==> src/dgae_pkg.sv <==
// ----------------------------------------------------------------------------
// dgae_pkg
// Shared types and constants of the dual gain adc to energy converter.
// ----------------------------------------------------------------------------
`default_nettype none

package dgae_pkg;

  localparam int LAYERS_DEF   = 32;
  localparam int CHIPS_DEF    = 8;
  localparam int CHANNELS_DEF = 32;

  localparam int STORE_DEPTH = 8192;
  localparam int ADDR_W      = 13;
  localparam int LIN_W       = 23;

  // decimal cell id decode
  localparam logic [22:0] LAYER_DIV   = 23'd100000;
  localparam logic [15:0] LAYER_RECIP = 16'd42949;
  localparam logic [16:0] CHIP_DIV    = 17'd10000;
  localparam logic [10:0] CHIP_RECIP  = 11'd1677;

  localparam logic [15:0] PEAK_MIN = 16'd1600;
  localparam logic [23:0] OUT_MAX  = 24'hFFFFFF;

  // divider geometry
  localparam int DIV_W     = 32;
  localparam int DEN_W     = 16;
  localparam int QUO_W     = 24;
  localparam int DIV_STEPS = QUO_W;

  localparam logic [1:0] CFG_SWITCH_POINT  = 2'd0;
  localparam logic [1:0] CFG_MIP_ENERGY    = 2'd1;
  localparam logic [1:0] CFG_REFERENCE_MIP = 2'd2;

  typedef struct packed {
    logic [15:0] ped_high;
    logic [15:0] ped_low;
    logic [15:0] mip_peak;
    logic [15:0] hl_gain;
    logic [11:0] plateau;
  } cal_t;

  typedef struct packed {
    logic        cmd;
    logic [21:0] cell_id;
    logic        tag_ok;
    logic [31:0] hit_number;
    logic [11:0] adc_high;
    logic [11:0] adc_low;
    cal_t        cal;
  } item_t;

  typedef struct packed {
    logic [21:0] cell_id;
    logic [31:0] hit_number;
    logic        low;
  } side_t;

endpackage

`default_nettype wire

==> src/dgae_div.sv <==
// ----------------------------------------------------------------------------
// dgae_div
// Pipelined restoring divider, one quotient bit per stage, saturating.
// ----------------------------------------------------------------------------
`default_nettype none

module dgae_div (
  input  wire logic                         clk,
  input  wire logic                         en,
  input  wire logic [dgae_pkg::DIV_W-1:0]   dividend,
  input  wire logic [dgae_pkg::DEN_W-1:0]   divisor,
  output logic      [dgae_pkg::QUO_W-1:0]   quotient
);

  localparam int NS = dgae_pkg::DIV_STEPS;
  localparam int QW = dgae_pkg::QUO_W;
  localparam int DW = dgae_pkg::DEN_W;
  localparam int HW = dgae_pkg::DIV_W - dgae_pkg::QUO_W;

  logic [DW-1:0] rem  [NS];
  logic [QW-1:0] lo   [NS];
  logic [QW-1:0] quo  [NS];
  logic [DW-1:0] den  [NS];
  logic          sat  [NS];

  for (genvar k = 0; k < NS; k++) begin : g_step
    logic [DW-1:0] src_rem;
    logic [QW-1:0] src_lo;
    logic [QW-1:0] src_quo;
    logic [DW-1:0] src_den;
    logic          src_sat;
    logic [DW:0]   trial;
    logic          take;

    if (k == 0) begin : g_first
      assign src_rem = DW'(dividend[dgae_pkg::DIV_W-1:QW]);
      assign src_lo  = dividend[QW-1:0];
      assign src_quo = '0;
      assign src_den = divisor;
      assign src_sat = (DW'(dividend[dgae_pkg::DIV_W-1:QW]) >= divisor);
    end else begin : g_next
      assign src_rem = rem[k-1];
      assign src_lo  = lo[k-1];
      assign src_quo = quo[k-1];
      assign src_den = den[k-1];
      assign src_sat = sat[k-1];
    end

    assign trial = {src_rem, src_lo[QW-1]};
    assign take  = (trial >= {1'b0, src_den});

    always_ff @(posedge clk) begin
      if (en) begin
        rem[k] <= take ? DW'(trial - {1'b0, src_den}) : trial[DW-1:0];
        lo[k]  <= {src_lo[QW-2:0], 1'b0};
        quo[k] <= {src_quo[QW-2:0], take};
        den[k] <= src_den;
        sat[k] <= src_sat;
      end
    end
  end

  // headroom check covers the bits above the quotient width
  logic unused_hw;
  assign unused_hw = (HW > 0);

  assign quotient = (sat[NS-1] && unused_hw) ? dgae_pkg::OUT_MAX : quo[NS-1];

endmodule

`default_nettype wire

==> config.mk <==
export PLATFORM = sky130hd
export DESIGN_NAME = dgae_div
export DESIGN_NICKNAME = d
export VERILOG_FILES = /design/src/dgae_pkg.sv /design/src/dgae_div.sv
export SDC_FILE = /design/constraint.sdc
export NUM_CORES = 2
export LEC_CHECK = 0
export BUFFER_PORTS_ARGS = -buffer_cell sky130_fd_sc_hd__buf_2
export CAP_MARGIN = 20
export CELL_PAD_IN_SITES_DETAIL_PLACEMENT = 0
export CELL_PAD_IN_SITES_GLOBAL_PLACEMENT = 2
export CORE_MARGIN = 2
export CORE_UTILIZATION = 42
export DETAILED_ROUTE_END_ITERATION = 8
export PLACE_DENSITY = 0.75
export SLEW_MARGIN = 10
export SYNTH_ARGS = -nofsm -noshare
export SYNTH_HDL_FRONTEND = slang
export SYNTH_SLANG_ARGS = --single-unit
export TNS_END_PERCENT = 20
==> constraint.sdc <==
create_clock -name clk -period 3.4 [get_ports clk]
set_clock_uncertainty 0.15 [all_clocks]
set_input_delay 0.68 -clock clk [delete_from_list [all_inputs] [get_ports clk]]
set_output_delay 0.68 -clock clk [all_outputs]
set_load 0.05 [all_outputs]
==> impl_metrics.csv <==
group,metric,value,unit
floorplan,fp.dieW,391,um
synthesis,synthMostInstantiatedCell,"edfxtp_1",
worst_setup_path,cp.required,3.77,ns
cells_and_area,drive_gt1_share,15.8,%
synthesis,synth_top_cell_area_share,63.8,%
power_and_ir_drop,power_leakage,0.0284,uW
synthesis,synth_edf_count,1336,
grt,grt_max_degree,108,
placed_design,dpl.hpwl,87.5,mm
clocking,clk_pin_slew,0.06,ns
grt,antenna_found_initial,1,
sta,worstMarginPinSlew,1.00,ns
routing,vias,35500,
placed_design,preCtsSetupSlack,-0.145,ns
synthesis,yosys-top-cells-area,"edfxtp_1, ha_1, mux2_2",
worst_setup_path,arrival,3.70,ns
synthesis,synth_cells,4576,
routing,final_antenna_net_count,0,
cells_and_area,final_nets,5416,
sta,finalCritPeriodShare,98.1,%
synthesis,yosys_warnings,0,
floorplan,rows,142,
clocking,cts_tree,"built",
synthesis,synth_area,0.0629,mm^2
placed_design,io_buffer_count,73,
synthesis,async_flop_share,0,%
synthesis,avgSynthCellArea,13.8,um^2
worst_setup_path,cp_max_fo,8,
floorplan,io_pins,74,
synthesis,synth_top_area_cell,"edfxtp_1",
synthesis,synth_cell_types,78,
sta,post-route-min-period,3.33,ns
clocking,cts-buffers-inserted,150,
power_and_ir_drop,p_per_area,882,mW/mm^2
status,outcome,"complete, no violations",
clocking,h-tree-depth,4,
grt,overflow,0,
routing,drt_iter0_markers,2089,
floorplan,die_y,391,um
placed_design,place.gp.congestion,0.852,
sta,drv_slew,0,
synthesis,seq_area_frac_synth,63.8,%
clocking,root_buffer,"clkbuf_16",
cells_and_area,area_delta_synth_final,15.5,%
routing,drcViolationCount,0,
min_path,hp-class,"input pin to register",
sta,max_freq,300,MHz
synthesis,synthTopCellsByCount,"edfxtp_1, inv_1, ha_1",
grt,grt_pass1_vias,35600,
sta,rsz0062_at_grt,"yes",
floorplan,core-area,0.149,mm^2
worst_setup_path,setup.worst_path.class,"register to register",
synthesis,synth_nets,5034,
synthesis,synth_ff_type,"edfxtp_1",
clocking,cts.sinks,1336,
sta,max-slew-margin-rel,31.4,%
cells_and_area,diodes,0,
synthesis,ys_ff_latch,1336,
routing,routed_wl,121,mm
routing,wl_per_cell,17.3,um
routing,drt_pre_antenna_iters,8,
cells_and_area,fillerInstances,13100,
grt,grt_use_total,16.0,%
sta,final.setup.worst_slack,0.0661,ns
power_and_ir_drop,peakVddDrop,489,uV
floorplan,start_util,42.2,%
grt,grt_pass1_wl,194,mm
worst_setup_path,end_kind,"register",
cells_and_area,regArea,0.0401,mm^2
clocking,clockBufferDepth,3,
worst_setup_path,start_kind,"register",
cells_and_area,fin_util,48.7,%
cells_and_area,multiInputGateArea,0.0208,mm^2
routing,routed_via_density,5.06,
flow_run,drv_cap,0,
clocking,clk_latency,0.78,ns
sta,setup_violations,0,
floorplan,die-area,0.153,mm^2
sta,finalHoldViolations,0,
-- metal layers --
metal | wire length [um] | global-route usage (%)
met1 | 56300 | 21.4
met2 | 57600 | 26.5
met3 | 3850 | 2.57
met4 | 3310 | 5.36
met5 | 0 | 0
-- sequential cells by signal, indices dropped and copies added (netlist names) --
name and cells:
lo 276, rem 368, sat 24, den 368, quo 300
-- placed cells by master, fill, tap and decap left out, drive strengths merged, types with 20 or more instances in the layout --
master,netlist,layout
a211oi,20,20
a21o,92,92
a21oi,269,269
a31oi,36,36
and3,22,22
buf,29,255
clkbuf,37,181
clkinv,0,61
dlygate4sd3,0,39
edfxtp,1336,1336
fa,23,23
ha,385,385
inv,485,495
mux2,248,248
mux2i,44,44
nand2,194,194
nand2b,36,36
nand3,64,64
nand4,52,52
nor2,229,229
nor2b,60,60
nor3,72,72
o211ai,28,28
o21a,60,60
o21ai,196,196
o31a,30,30
o31ai,20,20
or2,32,32
or3,22,22
xnor2,183,183
xor2,69,69
-- power breakdown --
part | leakage [uW] | switching, uW | internal [uW]
combinational | 0.0130 | 12100 | 11800
sequential | 0.0130 | 1810 | 22800
clock | 0.00230 | 6710 | 8910
total | 0.0284 | 20600 | 43500
-- metrics by stage --
stage | power, uW | TNS, ns | cells | instance area (um^2) | hold slack, ns
after floorplan | 41800 | 0 | 4576 | 62900 | 0.250
after global placement | 48400 | -0.468 | 6703 | 67300 | 0.250
after detailed placement | 48500 | -1.81 | 6703 | 67300 | 0.255
after CTS | 64600 | 0 | 7007 | 72500 | 0.0450
after global routing | 68500 | -0.330 | 7015 | 72700 | 0.0669
final | 64100 | 0 | 7015 | 72700 | 0.110
-- critical path: stages (launching register included) --
cell and delay, ns:
edfxtp_1 0.43, ha_4 0.26, nor2b_2 0.15, o21ai_2 0.17, a21boi_2 0.09, o31ai_1 0.26
buf_4 0.19, a31oi_4 0.09, o31a_1 0.29, a2111oi_4 0.29, buf_6 0.19, clkbuf_16 0.18
mux2_2 0.33
-- timing repair --
item,4_1_cts,5_1_grt
setup endpoints to repair,25,123
hold endpoints to repair,39,0
gates resized for setup,2,31
hold buffers,39,0
gates cloned,0,2
setup buffers,0,5
pin swaps,0,8
-- cells by family after synthesis --
logic type / synth area share, %
flip-flops: 63.8
adder cells (fa/ha/maj): 8.39
AO/OA/AOI/OAI: 9.20
XOR/XNOR: 3.51
multiplexers: 5.17
buffers and inverters: 3.43
AND/OR/NAND/NOR: 6.55
-- cell type report --
type                    count  share of cell area, %
repair buffers            296                   3.70
multi-input cells        2689                   28.7
clock inverters            86                   1.26
clock buffers             179                   5.31
inverters                 485                   2.50
flip-flops and latches   1336                   55.2
well taps                1944                   3.35
-- path summary, 6_finish.rpt --
| path | depth (start not counted) | end | slack, ns | from |
|---|---|---|---|---|
| worst max register to register | 12 | rem[4][25] | 0.07 | rem[4][0] |
| worst max-delay path | 12 | rem[4][25] | 0.07 | rem[4][0] |
| worst min register to register | 0 | lo[4][20] | 0.26 | lo[3][88] |
| worst min-delay path | 2 | rem[0][8] | 0.11 | dividend[31] |
Note: power is estimated with default switching activity, not from simulation.
